[src/design/spectral_norm_power_iteration_assert.svh]
// Assertion macros shared by the spectral norm RTL.
`ifndef SPECTRAL_NORM_POWER_ITERATION_ASSERT_SVH
`define SPECTRAL_NORM_POWER_ITERATION_ASSERT_SVH

// Same-cycle implication, checked on every rising clock edge outside reset.
`define SNPI_ASSERT_IMP(label, ante, cons, msg) \
	label: assert property (@(posedge clk) disable iff (!arst_n) (ante) |-> (cons)) \
		else $error(msg);

// Next-cycle implication.
`define SNPI_ASSERT_NXT(label, ante, cons, msg) \
	label: assert property (@(posedge clk) disable iff (!arst_n) (ante) |=> (cons)) \
		else $error(msg);

`endif

[src/design/snpi_vram.sv]
// Vector memory for u, v and their scratch copies, two read ports.
module snpi_vram (
	input  logic        clk,
	input  logic        arst_n,
	input  logic        we,
	input  logic [5:0]  waddr,
	input  logic [31:0] wdata,
	input  logic [5:0]  ra_addr,
	input  logic [5:0]  rb_addr,
	output logic [31:0] ra_data,
	output logic [31:0] rb_data
);
	logic [31:0] mem [64];
	logic [63:0] vld_q;
	logic [31:0] ra_q, rb_q;
	logic        ra_v_q, rb_v_q;

	always_ff @(posedge clk) begin
		if (we)
			mem[waddr] <= wdata;
		ra_q <= mem[ra_addr];
		rb_q <= mem[rb_addr];
	end

	// Entries never written read as zero
	always_ff @(posedge clk or negedge arst_n) begin
		if (!arst_n) begin
			vld_q  <= '0;
			ra_v_q <= 1'b0;
			rb_v_q <= 1'b0;
		end else begin
			if (we)
				vld_q[waddr] <= 1'b1;
			ra_v_q <= vld_q[ra_addr];
			rb_v_q <= vld_q[rb_addr];
		end
	end

	assign ra_data = ra_v_q ? ra_q : '0;
	assign rb_data = rb_v_q ? rb_q : '0;
endmodule

[config.mk]
export PLATFORM = sky130hd
export DESIGN_NAME = snpi_vram
export DESIGN_NICKNAME = d
export VERILOG_FILES = /design/src/design/spectral_norm_power_iteration_assert.svh /design/src/design/snpi_vram.sv
export SDC_FILE = /design/constraint.sdc
export NUM_CORES = 2
export LEC_CHECK = 0
export BUFFER_PORTS_ARGS = -buffer_cell sky130_fd_sc_hd__buf_2
export CAP_MARGIN = 10
export CORE_MARGIN = 4
export CORE_UTILIZATION = 50
export DETAILED_ROUTE_END_ITERATION = 8
export PLACE_DENSITY = 0.68
export SETUP_SLACK_MARGIN = 0.5
export SLEW_MARGIN = 20
export SYNTH_ARGS = -nofsm -noshare
export SYNTH_HDL_FRONTEND = slang
export SYNTH_SLANG_ARGS = --single-unit
[constraint.sdc]
create_clock -name clk -period 1.7 [get_ports clk]
set_input_delay 0.085 -clock clk [delete_from_list [all_inputs] [get_ports clk]]
set_output_delay 0.085 -clock clk [all_outputs]
set_load 0.05 [all_outputs]
==> impl_metrics.json <==
{
  "status": "complete, but fails checks",
  "failed_checks": "negative setup slack",
  "finalNetCount": 5533,
  "wl_microns": 318000,
  "via_per_inst": 6.87,
  "io_pins": 117,
  "min-delay-start": "rb_addr[5]",
  "tightest_slew_ns": 1.03,
  "ys_ff_latch": 2178,
  "fin_crit_ns": 2.31,
  "max_stage_delay_ns": 0.68,
  "syn_area_per_cell_sq_um": 21.6,
  "finalSetupViolCount": 119,
  "dpl_cell_area_sq_um": 112000,
  "clk_latency_ns": 0.87,
  "io_buffers": 116,
  "die_h_microns": 454,
  "drt-wirelength-per-cell_microns": 38.2,
  "numCtsBuffers": 215,
  "ant_nets": 0,
  "vias": 57172,
  "rows": 163,
  "grt_max_degree": 65,
  "rr_endpoint": "ra_q[1]",
  "setup_slack_ns": -0.608,
  "leakage_nw": 40.5,
  "syn-cell-area_sq_um": 99300,
  "path_delay_family": "multiplexers",
  "start_kind": "flip-flop",
  "yosysWarnings": 0,
  "clockBufferDepth": 3,
  "stdcell_count": 8325,
  "cts_max_level": 4,
  "finalHoldViolCount": 0,
  "post-route-period-util_pct": 136,
  "stdcell_area_sq_um": 122000,
  "maxCapViolations": 0,
  "cts_root_buffer": "clkbuf_16",
  "timing.fmax_mhz": 433,
  "timing.clock.skew_ns": 0.0288,
  "reg2reg_slack_ns": -0.61,
  "worstPathMaxFanout": 2,
  "drc_errors": 0,
  "synth.distinct_cells": 37,
  "drt_pass1_iterations": 7,
  "power_density_nw_per_um2": 1030,
  "grt_pass1_wl_microns": 444000,
  "arrival_ns": 3.08,
  "hold_end": "rb_q[16]",
  "clk_pin_slew_worst_paths_ns": 0.07,
  "wl_met3_microns": 39300,
  "slew_headroom_pct": 31.3,
  "required_ns": 2.47,
  "highest_layer": "met5",
  "drt-initial-drc-count": 8040,
  "cts.sinks": 2178,
  "rsz0062_at_grt": "true",
  "grt.total_usage_pct": 31.1,
  "cts_tree": "done",
  "dp_cells": 7822,
  "wl_met1_microns": 113000,
  "synth_nets": 4642,
  "start_util_pct": 50.3,
  "timing.hold.ws_ns": 0.0243,
  "antenna_found_initial": 20,
  "hpwlAfterDp_microns": 206000,
  "cp_cell_sequence": "mux4_2 > mux2_4 > o211ai_1 > nand3_1 > buf_4",
  "coreArea_sq_um": 197000,
  "endpoint_kind": "flip-flop",
  "max-vdd-ir-drop_mv": 0.968,
  "gp_congestion": 0.891,
  "syn2layout_area_growth_pct": 22.8,
  "grt_pass1_vias": 57538,
  "dieArea_sq_um": 206000,
  "critPathSlowestCell": "o211ai_1",
  "netlist_instances": 4589,
  "fill_cells": 13467,
  "regToRegStartpoint": "mem[5][1]",
  "wl_met2_microns": 150000,
  "final_util_pct": 61.8,
  "cp.buffers_inverters": 1,
  "synth-seq-area-share_pct": 64.9,
  "die_w_microns": 454,
  "drive_gt1_share_pct": 51.7,
  "rr_worst_depth": 5,
  "min-delay-path-class": "in -> reg",
  "slew_violations": 0,
  "grt-ovfl-total": 0,
  "holdPathStages": 5,
  "path_class": "reg -> reg"
}
==> how the worst max path moves through the flow <==
stage,startpoint,end,slack (ns),cells past startpoint
after floorplan,waddr[3],mem[48][0],-0.26,4
after global placement,rb_addr[0],rb_q[15],-1.18,7
after detailed placement,rb_addr[0],rb_q[15],-1.16,7
after CTS,mem[4][1],ra_q[1],-0.50,5
after global routing,mem[4][1],ra_q[1],-0.72,5
final,mem[5][1],ra_q[1],-0.61,5
==> power by group <==
| group | total (mW) | internal (mW) | switching, mW | leakage, nW |
|---|---|---|---|---|
| sequential | 60.3 | 59.5 | 0.786 | 19.8 |
| clock | 50.8 | 29.8 | 20.9 | 3.71 |
| combinational | 14.5 | 7.07 | 7.44 | 17.0 |
| total | 126 | 96.4 | 29.2 | 40.5 |
==> cells by family (layout without fill, tap and decap cells) <==
family / after synthesis / after routing / share of synthesized area (%)
flops: 2178 / 2178 / 64.9
mux: 1442 / 1442 / 29.8
simple gates: 393 / 393 / 1.95
buf+inv: 363 / 1448 / 1.92
compound gates: 213 / 213 / 1.49
other cells: 0 / 11 / 0
==> state kept, by name (all words and copies together) (netlist names) <==
register / count
ra_q: 32
rb_q: 32
ra_v_q: 1
mem: 2048
rb_v_q: 1
vld_q: 64
==> area by class of cell <==
cell class | instances | area, sq um | area share [%]
diodes | 11 | 27.5 | 0.0226
clock buffers | 265 | 5770 | 4.73
clock inverters | 146 | 1810 | 1.48
inverters | 3 | 11.3 | 0.00923
multi-input cells | 2048 | 34400 | 28.2
flip-flops and latches | 2178 | 64400 | 52.8
well taps | 2640 | 3300 | 2.71
repair buffers | 1034 | 12200 | 10.0
==> layer usage <==
metal | global-route usage (%) | vias to the layer above
li1 | - | 21888
met1 | 42.5 | 30504
met2 | 48.0 | 4049
met3 | 7.85 | 723
met4 | 13.6 | 8
met5 | 0 | -
==> repair_timing <==
action                                  CTS  global route
setup buffers                            13            11
pin swaps                                62            25
setup endpoints to repair               130           645
resized for setup                       354            56
cloned                                    5             2
endpoints found under the hold margin  1997           128
hold buffers                             48             2
==> through the flow <==
step | TNS [ns] | setup slack [ns] | power [mW]
floorplan | -359.59 | -0.263 | 68.3
global placement | -79.86 | -1.18 | 74.1
detailed placement | -101.53 | -1.16 | 74.2
CTS | -37.08 | -0.498 | 126
global route | -40.87 | -0.720 | 129
finish | -35.26 | -0.608 | 126
==> worst register-to-register path: stages (launching register included) <==
cell	delay (ns)
edfxtp_1	0.39
mux4_2	0.49
mux2_4	0.29
o211ai_1	0.68
nand3_1	0.19
buf_4	0.18
==> cells in the mapped netlist <==
cell type / count / share of area [%]
a41oi_1: 2 / 0.018
nor2_1: 81 / 0.31
or2_2: 66 / 0.42
mux2i_1: 189 / 1.9
nor3_1: 9 / 0.045
inv_1: 3 / 0.011
nand4b_1: 1 / 0.0088
a22o_1: 1 / 0.0088
nand3_1: 28 / 0.14
edfxtp_1: 2048 / 62
dfxtp_1: 64 / 1.3
clkbuf_1: 93 / 0.35
o22ai_1: 18 / 0.11
o221ai_1: 5 / 0.044
buf_4: 50 / 0.38
nand3b_1: 2 / 0.015
buf_2: 157 / 0.79
nand2_1: 111 / 0.42
and2_1: 68 / 0.43
o221ai_2: 1 / 0.015
a21oi_1: 43 / 0.22
nand2b_1: 6 / 0.038
or3b_2: 1 / 0.0088
nor2b_1: 18 / 0.11
nand4_1: 1 / 0.0063
dfrtp_1: 66 / 1.7
mux2_2: 49 / 0.56
o211ai_1: 38 / 0.29
a22oi_2: 1 / 0.013
buf_1: 39 / 0.15
o21ai_0: 4 / 0.020
a211oi_1: 1 / 0.0076
mux4_2: 1204 / 27
a22oi_1: 98 / 0.74
buf_6: 21 / 0.24
or3_1: 1 / 0.0063
o311a_1: 1 / 0.010
==> cells in the final DEF, fill, tap and decap left out, types with 13 or more instances in the layout <==
master,n
edfxtp_1,2048
mux4_2,1204
buf_4,532
buf_12,302
clkbuf_16,220
mux2i_1,177
nand2_1,98
buf_6,76
or2_2,65
nor2_4,64
and2_4,64
dfrtp_1,64
dfxtp_1,61
a22oi_1,56
clkinv_2,50
dlygate4sd3_1,48
a22oi_2,43
mux2_2,40
o211ai_1,38
buf_2,38
bufinv_16,37
clkbuf_1,33
clkinv_1,28
buf_8,27
a21oi_2,26
nand3_1,15
a21oi_1,15
clkbuf_8,14
nand3_2,13
No activity file was read; power rests on OpenSTA's default activity.
