$ cat config.mk
export PLATFORM = sky130hd
export DESIGN_NAME = snpi_div
export DESIGN_NICKNAME = d
export VERILOG_FILES = /design/src/design/spectral_norm_power_iteration_assert.svh /design/src/design/snpi_pkg.sv /design/src/design/snpi_div.sv
export SDC_FILE = /design/constraint.sdc
export NUM_CORES = 1
export LEC_CHECK = 0
export ABC_CLOCK_PERIOD_IN_PS = 9080
export BUFFER_PORTS_ARGS = -buffer_cell sky130_fd_sc_hd__buf_2
export CAP_MARGIN = 0
export CORE_UTILIZATION = 58
export DETAILED_ROUTE_END_ITERATION = 12
export PLACE_DENSITY = 0.92
export RECOVER_POWER = 100
export SYNTH_ARGS = -nofsm -noshare
export SYNTH_HDL_FRONTEND = slang
export SYNTH_SLANG_ARGS = --single-unit
$ cat constraint.sdc
create_clock -name clk -period 9.08 [get_ports clk]
set_input_delay 1.816 -clock clk [delete_from_list [all_inputs] [get_ports clk]]
set_output_delay 1.816 -clock clk [all_outputs]
set_load 0.02 [all_outputs]
$ cat src/design/spectral_norm_power_iteration_assert.svh
// Assertion macros shared by the spectral norm RTL.
`ifndef SPECTRAL_NORM_POWER_ITERATION_ASSERT_SVH
`define SPECTRAL_NORM_POWER_ITERATION_ASSERT_SVH

// Same-cycle implication, checked on every rising clock edge outside reset.
`define SNPI_ASSERT_IMP(label, ante, cons, msg) \
	label: assert property (@(posedge clk) disable iff (!arst_n) (ante) |-> (cons)) \
		else $error(msg);

// Next-cycle implication.
`define SNPI_ASSERT_NXT(label, ante, cons, msg) \
	label: assert property (@(posedge clk) disable iff (!arst_n) (ante) |=> (cons)) \
		else $error(msg);

`endif

$ cat src/design/snpi_pkg.sv
// Shared types, codes and helpers of the spectral norm estimator.
package snpi_pkg;

	localparam int MAX_ROWS   = 16;
	localparam int MAX_COLS   = 16;
	localparam int DIV_STEPS  = 48;
	localparam int SQRT_STEPS = 32;

	// Command codes carried in tuser
	localparam logic [2:0] FN_LOAD_W = 3'd0;
	localparam logic [2:0] FN_LOAD_U = 3'd1;
	localparam logic [2:0] FN_LOAD_V = 3'd2;
	localparam logic [2:0] FN_RUN    = 3'd3;
	localparam logic [2:0] FN_READ_W = 3'd4;
	localparam logic [2:0] FN_READ_V = 3'd5;

	// Result kinds
	localparam logic [1:0] KIND_SIGMA = 2'd0;
	localparam logic [1:0] KIND_W     = 2'd1;
	localparam logic [1:0] KIND_U     = 2'd2;
	localparam logic [1:0] KIND_V     = 2'd3;

	// Configuration register indexes
	localparam logic [1:0] CFG_ROWS = 2'd0;
	localparam logic [1:0] CFG_COLS = 2'd1;
	localparam logic [1:0] CFG_ITER = 2'd2;
	localparam logic [1:0] CFG_EPS  = 2'd3;

	// Vector memory banks: upper address bits
	localparam logic [1:0] VS_U  = 2'd0;
	localparam logic [1:0] VS_V  = 2'd1;
	localparam logic [1:0] VS_TU = 2'd2;
	localparam logic [1:0] VS_TV = 2'd3;

	typedef enum logic [3:0] {
		ST_IDLE,
		ST_MAC,
		ST_DRAIN,
		ST_SQRT,
		ST_DRD,
		ST_DST,
		ST_DWT,
		ST_WST,
		ST_WWT,
		ST_VRD,
		ST_OUT
	} st_t;

	typedef enum logic [2:0] {
		P_WTU,
		P_NV,
		P_WV,
		P_NU,
		P_WVF,
		P_DOT
	} pass_t;

	typedef struct packed {
		logic       vld;
		logic       first;
		logic       last;
		logic       sq;
		logic [5:0] dst;
	} mac_tag_t;

	typedef struct packed {
		logic       vld;
		logic       busy;
		logic [5:0] dst;
	} mac_res_t;

	// Q32.32 to Q16.16: floor shift, then clamp to 32-bit signed.
	function automatic logic signed [31:0] sat_q16(input logic signed [63:0] acc);
		logic signed [47:0] sh;
		sh = acc[63:16];
		if (sh > 48'sh0000_7FFF_FFFF)
			return 32'sh7FFF_FFFF;
		if (sh < 48'shFFFF_8000_0000)
			return 32'sh8000_0000;
		return sh[31:0];
	endfunction

endpackage

$ cat src/design/snpi_div.sv
// Restoring divider: signed 48-bit numerator by a positive 32-bit divisor, saturated.
module snpi_div (
	input  logic               clk,
	input  logic               arst_n,
	input  logic               start,
	input  logic signed [47:0] num,
	input  logic [31:0]        den,
	output logic signed [31:0] quo,
	output logic               done,
	output logic               busy
);
	import snpi_pkg::*;

	logic [47:0]        q_q, mag, qf;
	logic [31:0]        rem_q, den_q;
	logic [5:0]         cnt_q;
	logic               run_q, done_q, neg_q;
	logic signed [31:0] quo_q;
	logic [32:0]        rem_sh, rem_n;
	logic               ge;

	always_comb begin
		mag    = num[47] ? 48'(-num) : num;
		rem_sh = {rem_q, q_q[47]};
		ge     = rem_sh >= {1'b0, den_q};
		rem_n  = ge ? rem_sh - {1'b0, den_q} : rem_sh;
		qf     = {q_q[46:0], ge};
	end

	always_ff @(posedge clk) begin
		if (start) begin
			q_q   <= mag;
			rem_q <= '0;
			den_q <= den;
			neg_q <= num[47];
		end else if (run_q) begin
			q_q   <= qf;
			rem_q <= rem_n[31:0];
			if (cnt_q == 6'(DIV_STEPS - 1)) begin
				if (neg_q)
					quo_q <= (qf > 48'h0000_8000_0000) ? 32'sh8000_0000 : -qf[31:0];
				else
					quo_q <= (qf > 48'h0000_7FFF_FFFF) ? 32'sh7FFF_FFFF : qf[31:0];
			end
		end
	end

	always_ff @(posedge clk or negedge arst_n) begin
		if (!arst_n) begin
			cnt_q  <= '0;
			run_q  <= 1'b0;
			done_q <= 1'b0;
		end else begin
			done_q <= 1'b0;
			if (start) begin
				cnt_q <= '0;
				run_q <= 1'b1;
			end else if (run_q) begin
				cnt_q <= cnt_q + 6'd1;
				if (cnt_q == 6'(DIV_STEPS - 1)) begin
					run_q  <= 1'b0;
					done_q <= 1'b1;
				end
			end
		end
	end

	assign quo  = quo_q;
	assign done = done_q;
	assign busy = run_q;
endmodule

==> results by stage, run 1 <==
Global route:
- The global-route wire length before repair is between 30,000 and 40,000 µm.
- After global routing the overflow that remains totals 0.
- The overall track demand over capacity in global routing is between 20 and 30%.
- The via count of the first global-routing pass is ~7,500.
- The maximum number of pins on one net before global-route repair is 83.
- The initial antenna violation count is 5.

Synth:
- Summing every instance area after synthesis gives 9427 µm².
- Summed over its instances, the top area cell type makes up 36.00% of the synthesized netlist area.
- Synthesis produced a netlist whose cell count is between 1,000 and 1,500.
- The share of the yosys chip area belonging to registers is between 40% and 50%.
- By area the synthesized netlist is led by edfxtp_1 36%, dfxtp_1 6.8%, nor2_1 4.9%, xor2_1 4.8%, ha_1 4.6%.
- Averaged over all synthesized cells, the footprint is around 9.3 µm².
- The synthesized netlist contains 70 unique library cells.
- The Yosys step of the flow raised 0 warnings.
- The most common cell in the synthesized netlist is nor2_1.
- The commonest register cell after synthesis is edfxtp_1.
- The count of flip-flops with a built-in enable after synthesis is 113.
- The commonest cells after synthesis are 123 x nor2_1, 113 x edfxtp_1, 105 x nand2_1.
- The fraction of registers with async set/reset is between 5 and 6%.
- After synthesis the netlist holds a flip-flop and latch count of 153.
- Summed over all instances, the cell type with the most area after synthesis is edfxtp_1.
- The net count after synthesis is about 1,100.

Power:
- The static leakage is between 4 and 5 nW.
- The worst-case IR drop observed on VDD is approximately 170 µV.
- Power spread over the standard cell area amounts to roughly 240 nW/µm².
- Overall power consumption after layout is estimated at 2.548 mW.

Detailed routing:
- The average wire per standard cell is between 15 and 20 µm.
- The highest routed metal layer is met5.
- The total length of routed met2 wires is approximately 11,000 µm.
- The iteration count of the initial detailed-routing pass is 6.
- The detailed router put a total of 9402 µm of wire on met1.
- The DRC violation total after the first TritonRoute iteration is 1,139.
- The post-detailed-routing wire length is about 22,000 µm.
- The count of nets left with antenna violations once routing finished came out at 0.
- The total met3 wirelength after detailed routing is ~1800 µm.
- The post-detailed-route via-to-cell ratio is roughly 6.2.
- After detailed routing, the number of remaining DRC violations is 0.
- Summing over every cut layer, the via total after detailed routing is 8,277.

Hold path:
- The count of cells along the worst hold path is 2.
- The critical hold path startpoint is rem_q[13].
- The type of the most critical hold path is register to register.

Final layout:
- The area of all placed cells without fillers is 10,660 µm².
- The post-route netlist has ~11% of its cells at a drive strength greater than 1.
- Compared with the post-synthesis result, the final layout area differs by 13.07%.
- Excluding fillers, the count of instances in the completed layout stands at around 1,300.
- The number of nets at the end of the flow is around 1,200.
- At the end of the flow the core is filled with cells to 67.10%.

Die:
- The area of the core is ~16,000 µm².
- From left edge to right edge, the die measures roughly 130 µm.
- In this run the vertical extent of the chip is about 130 µm.
- The number of rows created at floorplan is between 40 and 50.
- The floorplan step defined a die boundary enclosing 16,770 µm².
- The initial utilization of the core area, before any placement, comes to between 50 and 60%.
- 117 I/O pins were placed.

Timing:
- The final worst-path cycle share is about three quarters.
- The count of pins over their slew limit came to 239.
- The worst relative slew slack is -94.57%.
- Setup repair after global routing left no endpoint under its margin.
- The minimum setup slack in the final design is 2232 ps.
- Setup violations remaining at the end of the flow were counted as 0.
- The total count of hold-check failures in the final report is 0.
- The actual transition at the worst max-transition pin is 2919 ps.
- The setup clock skew after layout is around 8.2 ps.
- The sum of negative setup slack is 0 ps.
- Across all hold checks on the routed design, the worst slack comes to between 400 and 500 ps.
- The peak clock frequency supported by timing is approximately 150 MHz.
- The time the worst path needs with I/O delays and setup is roughly 6800 ps.

Clock tree:
- The register clock-pin slew on the reported worst setup and hold paths is roughly 60 ps.
- The count of H-tree levels built during CTS is 4.
- In this run the deepest clock path goes through 2 buffers.
- The clock buffer count from CTS is 17.
- The clock insertion delay at the later pin of the skew report is 430 ps.
- In this run, post-CTS repair resized a total of 0 instances.
- The buffer cell driving the clock tree root is clkbuf_16.
- The clock net in this run drives a total of 153 sinks.
- The number of hold buffers added after CTS was 0.
- Once the clock tree was built, the setup fixing pass inserted 0 buffers.
- The TritonCTS clock tree is yes.

Place:
- The number of port buffers is roughly 120.
- The total half-perimeter wirelength after legalization and detailed placement is around 15,000 µm.
- OpenSTA, run right after detailed placement, puts the worst setup slack at 3341 ps.
- The number of cells in the design after placement is approximately 1,300.
- The instance area after placement is between 10,000 and 15,000 µm².
- The routability-driven placement congestion ratio is roughly 0.95.

Worst setup path:
- The setup path with the least slack is of type register to register.
- The worst setup path is launched from a register.
- The number of buffers and inverters on the critical path is 1.
- The number of cells on the worst reg-to-reg path is 16.
- The category of the worst setup path capture point is a register.
- The critical path goes through ha_1 -> a21o_1 -> a21o_1 -> a21oi_1 -> a31oi_1 -> a2111oi_0 -> o21ai_2 -> clkinv_1 -> ha_1 -> nor3b_1 -> nand3_1 -> nor4b_1 -> or3b_2 -> a21oi_1 -> nand2_1 -> o311ai_0.
- The family with the most delay on the worst path is compound AO/OA/AOI/OAI gates.
- The cell with the biggest individual delay on the critical path is a2111oi_0.
- The number of gates on the worst path with buffers counted is 16.
- The worst endpoint data arrival time is about 7000 ps.
- The beginning of the critical path is rem_q[25].
- The worst endpoint required time is 9260 ps.
- The delay contributed by the slowest stage of the critical path is 860 ps.
- The maximum fanout count along the critical path is 36.
- The launch point of the worst reg-to-reg path is rem_q[25].

Status:
- The flow ran to the end, but the final reports show violations.
- The checks that failed: capacitance limit, slew limit.

Run:
- The total of max-cap violations is 5.
where the power goes:
part | switching, mW | internal [mW]
registers | 0.101 | 0.865
clock network | 0.272 | 0.463
logic | 0.502 | 0.346
flip-flops by register name, summed over array words and instances, names as in the netlist:
signal	flops
rem_q	32
neg_q	1
den_q	32
quo	32
cnt_q	6
q_q	48
busy	1
done	1
worst min-delay path, cell delays in order, from the launching register on:
cell and delay [ps]:
dfxtp_1 320, nand2_1 60, a311oi_1 70
layer usage:
layer / GRT usage, % / up-vias
met3: 6.152 / 43
met5: 0 / -
met1: 36.13 / 3892
li1: - / 3970
met2: 44.69 / 370
met4: 10.12 / 2
layout by cell type (no fill, tap or decap), types with 16 or more instances in the layout:
cell	instances
a21o_1	17
a21oi_1	87
a311oi_1	23
buf_2	78
clkbuf_1	47
clkbuf_16	18
dfxtp_1	32
edfxtp_1	113
ha_1	35
inv_1	46
nand2_1	105
nor2_1	123
nor3_1	25
nor4_1	17
o21ai_0	52
o311ai_0	16
xnor2_1	18
xor2_1	52
worst paths after layout:
path	endpoint	slack (ps)
setup / recovery	quo[4]	2230
hold / removal	rem_q[14]	500
setup reg to reg	quo[4]	2230
hold reg to reg	rem_q[14]	500
max in group asynchronous	busy	7450
min in group asynchronous	done	1300
logic make-up after synthesis:
kind of cell	count (synthesis)	share of synthesized area [%]
adders and majority gates	36	4.858
xor gates and xnor gates	70	6.504
muxes	7	0.7698
and+or+nand+nor	366	18.42
DFF	153	44.92
buffers and inverters	97	3.889
AOI/OAI and AO/OA	285	20.64
layout make-up:
| type | count | area [µm²] |
|---|---|---|
| diodes | 4 | 10.01 |
| clock buffers | 25 | 496.7 |
| clock inverters | 7 | 116.4 |
| fillers | 1262 | 5226 |
| inverters | 48 | 180.2 |
| multi-input cells | 764 | 4787 |
| flip-flops and latches | 153 | 4235 |
| well taps | 216 | 270.3 |
| repair buffers | 122 | 563.0 |
Note: power is estimated with default switching activity, not from simulation.
==> inputs of run 2 (changes only) <==
ABC_CLOCK_PERIOD_IN_PS = 6700   (was 9080)
clock period = 6.7 ns   (was 9.08 ns; I/O delays follow)
==> run 2 against run 1 <==
The run still ends with capacitance limit, slew limit left. Sequential share of layout area up 0.17 points. Worst hold slack gained 3.9 ps. Non-clock buffer count grew 1. Clock power grew 23%. First-iteration DRC count fell by 25%. Combinational power rose by 34%. Global-route usage down 0.95 points. Register-to-register slack got worse by 1100 ps. Sequential power grew 36%. Utilization shrank 0.29 points. Critical endpoint is now quo[12]. Largest power group unchanged.
==> results by stage, run 2 (same netlist as run 1, synthesis figures left out) <==
Worst setup path:
- The critical path startpoint category is a register.
- The setup path with the least slack is of type register to register.
- Of all nets on the critical path, the largest fanout is 23.
- The worst endpoint data arrival time is 5810 ps.
- The worst endpoint required time is about 7000 ps.
- The worst setup path is captured at a register.

Clock tree:
- The number of gates given a new drive strength after cts is 0.
- The clock sink count is about 150.
- The buffer cell driving the clock tree root is clkbuf_16.
- The clock buffer count from CTS is 17.
- The register clock-pin slew on the reported worst setup and hold paths is about 60 ps.
- The later pin in the worst-skew pair is clocked with a latency of approximately 430 ps.
- The number of hold buffers added after CTS was 0.
- The count of H-tree levels built during CTS is 4.
- The clock passes through at most 2 buffers.
- The number of setup buffers added after CTS is 0.
- The TritonCTS clock tree is yes.

Detailed routing:
- The average wire per standard cell is 16.11 µm.
- The remaining antenna violation count is 0.
- For this run, the detailed router's first-pass iteration total came to 8.
- The final layout contains routed wiring with a total length of 21,610 µm.
- Across all layers, the routed design uses between 8,000 and 9,000 vias.
- The total DRC errors in the routed layout is 0.
- The post-detailed-route via-to-cell ratio is slightly above 6.
- The first routing iteration left between 800 and 900 violations.

Timing:
- The peak clock frequency supported by timing is 178.2 MHz.
- Hold is met by about 500 ps.
- The minimum setup slack in the final design is about 1100 ps.
- The actual transition at the worst max-transition pin is between 2000 and 3000 ps.
- In the final timing run, aggregate negative setup slack is 0 ps.
- After layout, the worst path uses approximately 84% of the clock period.
- The count of endpoints failing setup in the final report is 0.
- The count of pins over their slew limit is 374.
- The setup clock skew after layout is ~11 ps.
- The time the worst path needs with I/O delays and setup is 5611 ps.
- The total count of hold-check failures in the final report is 0.
- Headroom to the max-slew limit came out at -72.78%.
- Setup repair after global routing left no endpoint under its margin.

Die:
- From bottom edge to top edge, the die measures around 130 µm.
- In this run the horizontal extent of the chip is ~130 µm.
- The initialized floorplan defines 46 standard-cell rows.
- approximately 120 I/O pins were placed.
- The starting utilization of the core area is between 50% and 60%.
- The total area inside the core boundary comes to ~16,000 µm².
- The die covers 16,770 µm².

Final layout:
- The final standard cell count with taps included and fillers excluded is about 1,300.
- The register ranked first by flip-flop count is q_q.
- The fraction of layout cells with a size suffix above 1 is around 12%.
- The flip-flop count of the largest register, all copies and words added is between 40 and 50.
- The final layout contains ~1,200 nets.
- In the layout the commonest cells are 123 x nor2_1, 113 x edfxtp_1, 105 x nand2_1.
- The most common cell after layout, fill and taps aside is nor2_1.
- The layout-stage area growth over the synthesis result is 12.58%.

Power:
- After layout, the design draws a total of 3.348 mW.
- Across the VDD grid, the largest voltage drop is between 200 and 250 µV.
- The ratio of total power to cell area is around 320 nW/µm².
- For this design the static power due to leakage is 4.134 nW.

Place:
- After detailed placement, the design holds a cell count of between 1,000 and 1,500.
- The worst setup slack after placement is 1706 ps.
- The number of port buffers is between 100 and 150.
- The routability-driven placement congestion ratio is slightly below 1.
- The total half-perimeter wirelength after legalization and detailed placement is roughly 15,000 µm.

Global route:
- The initial antenna violation count is 6.
- The first global-routing pass estimated approximately 35,000 µm of wire.
- The maximum number of pins on one net before global-route repair is 68.
- The overall track demand over capacity in global routing is 26.56%.
- The total overflow left after global routing is 0.
- The via count of the first global-routing pass came to roughly 7,400.

Run:
- The total of max-cap violations is 8.

Hold path:
- The type of the most critical hold path is register to register.

Status:
- The flow ran to the end, but the final reports show violations.
- The checks that failed: capacitance limit, slew limit.
[run 2: routing by layer]
layer  global-route usage (%)  share of wire [%]  wire [µm]  vias to the layer above
met4                    10.60                2.6        556                        2
met1                    35.02                 43       9270                     3740
met5                        0              0.046         10                        -
li1                         -                  -          -                     3964
met3                    5.987                8.2       1774                       50
met2                    42.60                 46       9999                      359
[run 2: through the flow]
step                      util, %  area [µm²]
final                       66.81       10610
after CTS                   67.35       10700
after global routing        66.79       10610
after detailed placement    63.88       10150
after global placement      63.88       10150
after floorplan                 -        9427
[run 2: where the power goes]
part | switching, mW | total, mW | internal [mW]
combinational | 0.666 | 1.14 | 0.470
sequential | 0.138 | 1.31 | 1.17
clock | 0.392 | 0.902 | 0.510
total | 1.20 | 3.35 | 2.15
[run 2: cell type report]
| type | instances | area, µm² |
|---|---|---|
| Antenna cell | 5 | 12.51 |
| Clock buffer | 17 | 425.4 |
| Clock inverter | 15 | 126.4 |
| Fill cell | 1270 | 5273 |
| Inverter | 48 | 180.2 |
| Multi-Input combinational cell | 764 | 4798 |
| Sequential cell | 153 | 4235 |
| Tap cell | 216 | 270.3 |
| Timing Repair Buffer | 123 | 564.3 |
[run 2: path summary, 6_finish.rpt]
kind	startpoint	slack [ps]	cells after the start	to
setup / recovery	rem_q[25]	1090	16	quo[12]
hold / removal	rem_q[29]	500	2	rem_q[30]
setup reg to reg	rem_q[25]	1090	16	quo[12]
hold reg to reg	rem_q[29]	500	2	rem_q[30]
max in group asynchronous	arst_n	5540	1	busy
min in group asynchronous	arst_n	830	1	done
[run 2: critical path, cell delays in order (launching register included)]
cell	delay [ps]
dfxtp_1	330
ha_1	390
a21o_1	240
a21o_1	180
a21oi_1	220
a31oi_1	120
a2111oi_0	840
o21ai_2	130
clkinv_1	90
ha_1	230
nor3b_1	270
nand3_1	220
nor4b_1	380
or3b_1	450
a21oi_4	260
nand2_1	470
o311ai_0	550
