<file path="src/design/spectral_norm_power_iteration_assert.svh">
// Assertion macros shared by the spectral norm RTL.
`ifndef SPECTRAL_NORM_POWER_ITERATION_ASSERT_SVH
`define SPECTRAL_NORM_POWER_ITERATION_ASSERT_SVH

// Same-cycle implication, checked on every rising clock edge outside reset.
`define SNPI_ASSERT_IMP(label, ante, cons, msg) \
	label: assert property (@(posedge clk) disable iff (!arst_n) (ante) |-> (cons)) \
		else $error(msg);

// Next-cycle implication.
`define SNPI_ASSERT_NXT(label, ante, cons, msg) \
	label: assert property (@(posedge clk) disable iff (!arst_n) (ante) |=> (cons)) \
		else $error(msg);

`endif

</file>
<file path="src/design/snpi_pkg.sv">
// Shared types, codes and helpers of the spectral norm estimator.
package snpi_pkg;

	localparam int MAX_ROWS   = 16;
	localparam int MAX_COLS   = 16;
	localparam int DIV_STEPS  = 48;
	localparam int SQRT_STEPS = 32;

	// Command codes carried in tuser
	localparam logic [2:0] FN_LOAD_W = 3'd0;
	localparam logic [2:0] FN_LOAD_U = 3'd1;
	localparam logic [2:0] FN_LOAD_V = 3'd2;
	localparam logic [2:0] FN_RUN    = 3'd3;
	localparam logic [2:0] FN_READ_W = 3'd4;
	localparam logic [2:0] FN_READ_V = 3'd5;

	// Result kinds
	localparam logic [1:0] KIND_SIGMA = 2'd0;
	localparam logic [1:0] KIND_W     = 2'd1;
	localparam logic [1:0] KIND_U     = 2'd2;
	localparam logic [1:0] KIND_V     = 2'd3;

	// Configuration register indexes
	localparam logic [1:0] CFG_ROWS = 2'd0;
	localparam logic [1:0] CFG_COLS = 2'd1;
	localparam logic [1:0] CFG_ITER = 2'd2;
	localparam logic [1:0] CFG_EPS  = 2'd3;

	// Vector memory banks: upper address bits
	localparam logic [1:0] VS_U  = 2'd0;
	localparam logic [1:0] VS_V  = 2'd1;
	localparam logic [1:0] VS_TU = 2'd2;
	localparam logic [1:0] VS_TV = 2'd3;

	typedef enum logic [3:0] {
		ST_IDLE,
		ST_MAC,
		ST_DRAIN,
		ST_SQRT,
		ST_DRD,
		ST_DST,
		ST_DWT,
		ST_WST,
		ST_WWT,
		ST_VRD,
		ST_OUT
	} st_t;

	typedef enum logic [2:0] {
		P_WTU,
		P_NV,
		P_WV,
		P_NU,
		P_WVF,
		P_DOT
	} pass_t;

	typedef struct packed {
		logic       vld;
		logic       first;
		logic       last;
		logic       sq;
		logic [5:0] dst;
	} mac_tag_t;

	typedef struct packed {
		logic       vld;
		logic       busy;
		logic [5:0] dst;
	} mac_res_t;

	// Q32.32 to Q16.16: floor shift, then clamp to 32-bit signed.
	function automatic logic signed [31:0] sat_q16(input logic signed [63:0] acc);
		logic signed [47:0] sh;
		sh = acc[63:16];
		if (sh > 48'sh0000_7FFF_FFFF)
			return 32'sh7FFF_FFFF;
		if (sh < 48'shFFFF_8000_0000)
			return 32'sh8000_0000;
		return sh[31:0];
	endfunction

endpackage

</file>
<file path="src/design/snpi_sqrt.sv">
// Floor square root of a 64-bit value, two radicand bits per cycle.
module snpi_sqrt (
	input  logic        clk,
	input  logic        arst_n,
	input  logic        start,
	input  logic [63:0] x,
	output logic [31:0] root,
	output logic        done,
	output logic        busy
);
	import snpi_pkg::*;

	logic [63:0] rad_q;
	logic [33:0] rem_q;
	logic [31:0] root_q;
	logic [4:0]  cnt_q;
	logic        run_q, done_q;
	logic [35:0] rem_sh, trial, rem_n;
	logic        ge;

	always_comb begin
		rem_sh = {rem_q, rad_q[63:62]};
		trial  = {2'b00, root_q, 2'b01};
		ge     = rem_sh >= trial;
		rem_n  = ge ? rem_sh - trial : rem_sh;
	end

	always_ff @(posedge clk) begin
		if (start) begin
			rad_q  <= x;
			rem_q  <= '0;
			root_q <= '0;
		end else if (run_q) begin
			rad_q  <= {rad_q[61:0], 2'b00};
			rem_q  <= rem_n[33:0];
			root_q <= {root_q[30:0], ge};
		end
	end

	always_ff @(posedge clk or negedge arst_n) begin
		if (!arst_n) begin
			cnt_q  <= '0;
			run_q  <= 1'b0;
			done_q <= 1'b0;
		end else begin
			done_q <= 1'b0;
			if (start) begin
				cnt_q <= '0;
				run_q <= 1'b1;
			end else if (run_q) begin
				cnt_q <= cnt_q + 5'd1;
				if (cnt_q == 5'(SQRT_STEPS - 1)) begin
					run_q  <= 1'b0;
					done_q <= 1'b1;
				end
			end
		end
	end

	// Clamp to the signed Q16.16 maximum
	assign root = root_q[31] ? 32'h7FFF_FFFF : root_q;
	assign done = done_q;
	assign busy = run_q;
endmodule

</file>
<file path="config.mk">
export PLATFORM = sky130hd
export DESIGN_NAME = snpi_sqrt
export DESIGN_NICKNAME = d
export VERILOG_FILES = /design/src/design/spectral_norm_power_iteration_assert.svh /design/src/design/snpi_pkg.sv /design/src/design/snpi_sqrt.sv
export SDC_FILE = /design/constraint.sdc
export NUM_CORES = 1
export LEC_CHECK = 0
export BUFFER_PORTS_ARGS = -buffer_cell sky130_fd_sc_hd__buf_2
export CORE_ASPECT_RATIO = 1.5
export CORE_UTILIZATION = 35
export CTS_CLUSTER_DIAMETER = 80
export DETAILED_ROUTE_END_ITERATION = 10
export GPL_TIMING_DRIVEN = 1
export PLACE_DENSITY = 0.57
export SYNTH_ARGS = -nofsm -noshare
export SYNTH_HDL_FRONTEND = slang
export SYNTH_SLANG_ARGS = --single-unit
</file>
<file path="constraint.sdc">
create_clock -name clk -period 3.6 [get_ports clk]
set_clock_uncertainty 0.05 [all_clocks]
set_input_delay 0.72 -clock clk [delete_from_list [all_inputs] [get_ports clk]]
set_output_delay 0.72 -clock clk [all_outputs]
set_load 0.02 [all_outputs]
</file>
==> metrics.yaml, run 1 <==
cts_hold_buf: 0
post-cts-setup-buffers: 0
cts-htree-levels: 4
synth_cell_types: 65
core_um2: 22300
cp.arrival_ns: 3.48
yosysWarnings: 0
drt-total-wl_um: 19960
crit_family: "simple AND/OR/NAND/NOR gates"
max_freq_ghz: 0.3122
tritoncts: "yes"
die_area_um2: 23290
drive_gt1_frac: 0.2371
finalNetCount: 1001
r2r_cells: 11
gp_congestion: 0.9068
ys.flop_type: "dfxtp_1"
clock-root-buffer: "clkbuf_16"
fin_tns_setup_ns: 0
antenna_left: 0
path_max_fanout: 22
io_buffers: 99
place_ws_ns: 0.4361
reg2reg_from: "root_q[3]"
async_flop_share: 0.05109
synthTopCellsByCount: "nor2_1, nand2_1, dfxtp_1, edfxtp_1, mux2_2"
num_vias: 6245
dp_hpwl_um: 14500
ys_ff_latch: 137
crit_type: "reg -> reg"
yosysSeqAreaShare: 0.4308
grt_pass1_vias: 6477
pwr_density_cell_nw_per_um2: 800.6
cpPeakStageDelay_ns: 0.35
r2r_slack_ns: 0.40
max_slew_margin: 0.3877
start_util: 0.3558
crit_start: "root_q[3]"
crit_buf_inv: 2
post_drt_wl_per_cell_um: 16.82
crit_path_start_kind: "register"
syn_avg_cell_area_um2: 9.711
finalHoldViolCount: 0
cts_resized: 0
grt_max_degree: 105
end_kind: "register"
synth_top_cell_area_share: 0.2422
synth_top_area_cell: "edfxtp_1"
drt_iter0_drc: 249
rsz0062_at_grt: "no"
grt_use_total: 0.1793
post-route-period-util: 0.8898
setup_viol: 0
cts_num_sinks: 137
crit_end: "rem_q[16]"
max-vdd-ir-drop_mv: 0.4154
ios: 101
cp.depth: 11
worstReg2RegEnd: "rem_q[16]"
fp-row-count: 67
syn2layout_area_growth_pct: 16.42
yosysMostFrequentCell: "nor2_1"
firstDrtPassIters: 4
crit_path_top_delay_cell: "ha_1"
power.leakage_nw: 4.201
clk_latency_ns: 0.43
grt_first_pass_wirelength_um: 32860
cts.path.max_buffers: 2
vias_per_cell: 5.261
final_max_slew_viol_count: 0
synth_edf_count: 64
cts_buffers: 17
crit_chain: "inv_1 > ha_1 > a21oi_1 > nor3b_1 > a211oi_1 > o21ai_2 > nand4_2 > and3_1 > buf_4 > or3_1 > a32o_1"
synth_area_leaders: "edfxtp_1, dfxtp_1, mux2_2"
synthCells: 817
worstPathRequired_ns: 3.87
grt_antenna_before_repair: 0
cts.clk_slew.worst_paths_ns: 0.06
num_antenna_cells: 0
die_h_um: 186.4
syn-num-nets: 920
layout_setup_ws_ns: 0.3965
hold_class: "in -> async"
die_width_um: 124.9
outcome: "complete, no violations"
fin_crit_ns: 3.203
grt.overflow.total: 0
drc_errors: 0
worst_pin_slew_ns: 0.9151
synthesis.area_um2: 7934
drv_cap: 0
## report_power, final
group | internal, mW | switching (mW) | leakage, nW
Clock | 0.955 | 0.667 | 0.259
Sequential | 1.88 | 0.154 | 1.31
Combinational | 1.55 | 2.19 | 2.63
Total | 4.39 | 3.01 | 4.20
## worst register-to-register path, delay by kind of cell, from the launching register on
family          cells  cell delay, ns
compound gates      4            0.85
flops               1            0.34
fa+ha+maj           1            0.35
simple gates        4            1.16
buf+inv             2            0.35
## metal layers
layer	vias up	wire [µm]	track usage
li1	3121	-	-
met1	2931	7817	0.1869
met2	149	10450	0.3297
met3	44	977	0.04759
met4	0	716	0.08912
met5	-	0	0
## cell families (layout without fill, tap and decap cells)
logic type	Yosys count	after routing	synth area share
and+or+nand+nor	233	233	0.1326
AOI/OAI and AO/OA	180	180	0.1582
DFF	137	137	0.4308
muxes	100	100	0.1361
buffers and inverters	99	193	0.05078
adders and majority gates	36	36	0.05677
xor gates and xnor gates	31	31	0.03422
other	1	1	0.0004727
## how the worst min path moves through the flow
stage,start,slack (ns),end,cells past startpoint
final,arst_n,0.06,busy,1
after CTS,arst_n,0.05,busy,1
after detailed placement,root_q[31],0.44,root_q[31],2
after global placement,root_q[31],0.43,root_q[31],2
after global routing,arst_n,0.06,busy,1
after floorplan,arst_n,0.37,busy,0
## through the flow
stage | utilization | hold WS, ns | power (mW) | instance area [µm²] | instances
after floorplan | - | 0.3744 | 4.856 | 7934 | 817
after global placement | 0.3904 | 0.4263 | 5.773 | 8705 | 1155
after detailed placement | 0.3904 | 0.4354 | 5.790 | 8705 | 1155
after CTS | 0.4142 | 0.05370 | 7.450 | 9236 | 1187
after global routing | 0.4142 | 0.06175 | 7.916 | 9236 | 1187
final | 0.4142 | 0.06378 | 7.395 | 9236 | 1187
## flip-flops by register name, summed over array words and instances, names as in the netlist
name	flops
done	1
cnt_q	5
rad_q	64
rem_q	34
root_q	32
busy	1
## layout by cell type (no fill, tap or decap), types with 24 or more instances in the layout
master	netlist	final
o21ai_0	36	36
edfxtp_1	64	64
mux2i_1	37	37
nand2_1	67	67
dfxtp_1	66	66
mux2_2	63	63
nand3_1	29	29
inv_1	45	44
ha_1	36	36
nor2_1	88	88
a21oi_1	32	32
a311oi_1	24	24
buf_2	8	98
## area by class of cell
type / count / area [µm²]
Clock buffer: 22 / 454.2
Tap cell: 276 / 345.3
Clock inverter: 10 / 77.57
Timing Repair Buffer: 116 / 650.6
Sequential cell: 137 / 3422
Multi-Input combinational cell: 581 / 4118
Inverter: 45 / 168.9
Fill cell: 2294 / 13060
Power figures use the tool's default switching activity.
==> run 2, diff against run 1 <==
- RECOVER_POWER: default -> 25
==> metrics.yaml, run 2 (synthesis gave the netlist of run 1 again) <==
fin_tns_setup_ns: 0
post_drt_wl_per_cell_um: 16.82
worstPathRequired_ns: 3.87
cts-htree-levels: 4
clock-root-buffer: "clkbuf_16"
multiInputGateArea_um2: 4118
rsz0062_at_grt: "no"
drv_cap: 1
die_area_um2: 23290
io_buffers: 99
power.leakage_nw: 4.194
grt.overflow.total: 0
cts_resized: 0
violations: "max-capacitance violations, max-slew violations"
worst_pin_slew_ns: 1.650
core_um2: 22300
max_slew_margin: -0.09979
num_antenna_cells: 0
crit_path_start_kind: "register"
vias_per_cell: 5.261
reg2reg_from: "root_q[3]"
grt_pass1_vias: 6477
final_common_cell: "buf_2"
fillCellCount: 2294
fin_crit_ns: 3.205
grt_max_degree: 105
r2r_slack_ns: 0.40
die_h_um: 186.4
drive_gt1_frac: 0.2349
post-route-period-util: 0.8902
setup_viol: 0
fp-row-count: 67
cts.path.max_buffers: 2
clk_latency_ns: 0.43
post-cts-setup-buffers: 0
start_util: 0.3558
top_regs: "rad_q x64, rem_q x34, root_q x32"
drc_errors: 0
dp_hpwl_um: 14500
layout_common_cells: "buf_2, nor2_1, nand2_1"
antenna_left: 0
gp_congestion: 0.9068
max_flop_register: "rad_q"
hold_class: "in -> async"
finalHoldViolCount: 0
end_kind: "register"
path_max_fanout: 22
cp.arrival_ns: 3.48
syn2layout_area_growth_pct: 16.35
layout_setup_ws_ns: 0.3954
max_freq_ghz: 0.3121
max-vdd-ir-drop_mv: 0.4154
final_util: 0.4140
worstReg2RegEnd: "rem_q[16]"
firstDrtPassIters: 4
finalNetCount: 1001
cts_buffers: 17
r2r_cells: 11
tritoncts: "yes"
grt_use_total: 0.1793
die_width_um: 124.9
cts_hold_buf: 0
place_ws_ns: 0.4361
pwr_density_cell_nw_per_um2: 801.0
num_vias: 6245
final_max_slew_viol_count: 31
cts_num_sinks: 137
crit_type: "reg -> reg"
drt-total-wl_um: 19960
seqCellArea_um2: 3422
ios: 101
largest_reg_flops: 64
drt_iter0_drc: 250
outcome: "finished, violations left"
grt_first_pass_wirelength_um: 32860
cts.clk_slew.worst_paths_ns: 0.06
grt_antenna_before_repair: 0
[run 2: power breakdown]
| group | internal, mW | switching [mW] | total (mW) |
|---|---|---|---|
| sequential | 1.88 | 0.154 | 2.04 |
| combinational | 1.55 | 2.19 | 3.74 |
| clock | 0.955 | 0.667 | 1.62 |
[run 2: per-layer routing]
layer	GRT usage	wire, µm	vias to the layer above
met5	0	0	-
met4	0.08912	716	0
met3	0.04759	977	44
met2	0.3297	10450	149
met1	0.1869	7819	2931
li1	-	-	3121
[run 2: worst max-delay path by stage]
stage	start	endpoint	slack [ns]	cells after the start
floorplan	start	rad_q[0]	0.46	4
global placement	root_q[3]	rem_q[16]	0.48	11
detailed placement	root_q[3]	rem_q[16]	0.44	11
CTS	root_q[3]	rem_q[16]	0.41	11
global route	start	rad_q[33]	0.08	4
finish	root_q[3]	rem_q[16]	0.40	11
[run 2: worst max-delay path: stages, from the launching register on]
cell,delay [ns]
dfxtp_1,0.34
inv_1,0.07
ha_1,0.35
a21oi_1,0.22
nor3b_1,0.35
a211oi_1,0.18
o21ai_2,0.20
nand4_2,0.15
and3_1,0.32
buf_4,0.27
or3_1,0.34
a32o_1,0.25
[run 2: cell type report]
cell class	instances	share of cell area
Multi-Input combinational cell	581	0.4461
Sequential cell	137	0.3707
Timing Repair Buffer	116	0.06994
Clock buffer	22	0.04920
Tap cell	276	0.03741
Inverter	45	0.01830
Clock inverter	10	0.008403
[run 2: metrics by stage]
stage	instances	hold WS [ns]	cell area, µm²	power (mW)
floorplan	817	0.3744	7934	4.856
global placement	1155	0.4263	8705	5.773
detailed placement	1155	0.4354	8705	5.790
CTS	1187	0.05370	9236	7.450
global route	1187	0.1550	9231	7.916
finish	1187	0.1318	9231	7.394
==> run 3, diff against run 2 <==
- CORE_ASPECT_RATIO: 1.5 -> default
- PLACE_DENSITY: 0.57 -> default
- clock period: 3.6 -> 3.5 ns (I/O delays scaled with it)
==> metrics.yaml, run 3 (synthesis gave the netlist of run 1 again) <==
power.leakage_nw: 4.157
cts.clk_slew.worst_paths_ns: 0.06
grt_max_degree: 60
grt_pass1_vias: 6237
layout_common_cells: "buf_2, nor2_1, nand2_1"
drc_errors: 0
path_max_fanout: 21
rsz0062_at_grt: "no"
die_area_um2: 23270
whs_ns: 0.1070
cts_hold_buf: 0
pwr_density_cell_nw_per_um2: 826.4
io_buffers: 99
worstReg2RegEnd: "rem_q[16]"
clk_latency_ns: 0.43
num_vias: 6325
worst_pin_slew_ns: 1.956
gp_congestion: 0.8664
die_h_um: 152.6
max_slew_margin: -0.3042
end_kind: "register"
setup_viol: 0
grt.overflow.total: 0
r2r_slack_ns: 0.50
reg2reg_from: "root_q[3]"
grt_use_total: 0.1724
crit_type: "reg -> reg"
start_util: 0.3602
grt_first_pass_wirelength_um: 32180
top_regs: "rad_q x64, rem_q x34, root_q x32"
final_common_cell: "buf_2"
core_um2: 22030
post-cts-setup-buffers: 0
post-route-period-util: 0.8582
antenna_left: 0
cts_num_sinks: 137
crit_path_start_kind: "register"
drt_iter0_drc: 464
r2r_cells: 11
finalHoldViolCount: 0
drt-total-wl_um: 19450
dp_hpwl_um: 13410
tritoncts: "yes"
post_drt_wl_per_cell_um: 16.35
hold_class: "in -> async"
fp-row-count: 54
grt_antenna_before_repair: 2
max_flop_register: "rad_q"
ios: 101
final_max_slew_viol_count: 70
cp.arrival_ns: 3.28
cts_resized: 0
syn2layout_area_growth_pct: 15.79
clock-root-buffer: "clkbuf_16"
max-vdd-ir-drop_mv: 0.3064
firstDrtPassIters: 7
worstPathRequired_ns: 3.78
cts-htree-levels: 4
cts_buffers: 17
vias_per_cell: 5.320
drv_cap: 2
cts.path.max_buffers: 2
fin_crit_ns: 3.004
fin_tns_setup_ns: 0
drive_gt1_frac: 0.2337
finalNetCount: 998
max_freq_ghz: 0.3329
violations: "max-capacitance violations, max-slew violations"
largest_reg_flops: 64
outcome: "finished, violations left"
die_width_um: 152.6
run 3: cell types whose count changed in the layout (fill, tap and decap cells not counted), moves of 2 or more:
cell      before  now
inv_6          0    6
clkbuf_2       0    2
diode_2        0    2
clkinv_2       5    2
buf_4         15   10
buf_12         2    0
inv_8          0    2
run 3: final cells by class:
type / count / area [µm²]
Antenna cell: 2 / 5.005
Tap cell: 280 / 350.3
Timing Repair Buffer: 113 / 584.3
Inverter: 45 / 168.9
Sequential cell: 137 / 3422
Fill cell: 2196 / 12840
Multi-Input combinational cell: 581 / 4118
Clock buffer: 17 / 425.4
Clock inverter: 14 / 112.6
run 3: critical path, stage by stage (launching register included):
cell	delay (ns)
dfxtp_1	0.36
inv_1	0.08
ha_1	0.34
a21oi_1	0.20
nor3b_1	0.34
a211oi_1	0.16
o21ai_2	0.21
nand4_2	0.16
and3_1	0.22
buf_4	0.21
or3_1	0.32
a32o_1	0.25
run 3: routing by layer:
| layer | vias to the layer above | track usage | part of all wire | wire length [µm] |
|---|---|---|---|---|
| li1 | 3124 | - | - | - |
| met1 | 2994 | 0.2204 | 0.46 | 9031 |
| met2 | 172 | 0.2652 | 0.44 | 8591 |
| met3 | 33 | 0.06229 | 0.074 | 1443 |
| met4 | 2 | 0.06494 | 0.019 | 363 |
| met5 | - | 0 | 0.00077 | 15 |
run 3: stage by stage:
stage | utilization | cells | cell area [µm²] | total power [mW] | setup WS (ns)
CTS | 0.4177 | 1187 | 9200 | 7.591 | 0.5076
detailed placement | 0.3933 | 1156 | 8662 | 5.852 | 0.5224
floorplan | - | 817 | 7934 | 4.994 | 0.3808
finish | 0.4171 | 1189 | 9186 | 7.592 | 0.4964
global placement | 0.3933 | 1156 | 8662 | 5.844 | 0.6122
global route | 0.4168 | 1187 | 9181 | 8.123 | 0.2571
run 3: worst max path at each step:
stage                          start         to  slack [ns]  cells past startpoint
final                      root_q[3]  rem_q[16]        0.50                     11
after global routing       root_q[3]  rem_q[16]        0.26                     11
after global placement     root_q[3]  rem_q[16]        0.61                     11
after CTS                 root_q[17]  rem_q[16]        0.51                     11
after floorplan                start   rad_q[0]        0.38                      4
after detailed placement  root_q[17]  rem_q[16]        0.52                     11
run 3: report_power, final:
group          leakage (nW)  total (mW)  internal, mW  switching, mW
clock                 0.257        1.69         0.918          0.770
combinational          2.59        3.82          1.59           2.23
sequential             1.31        2.09          1.93          0.155
total                  4.16        7.59          4.44           3.15
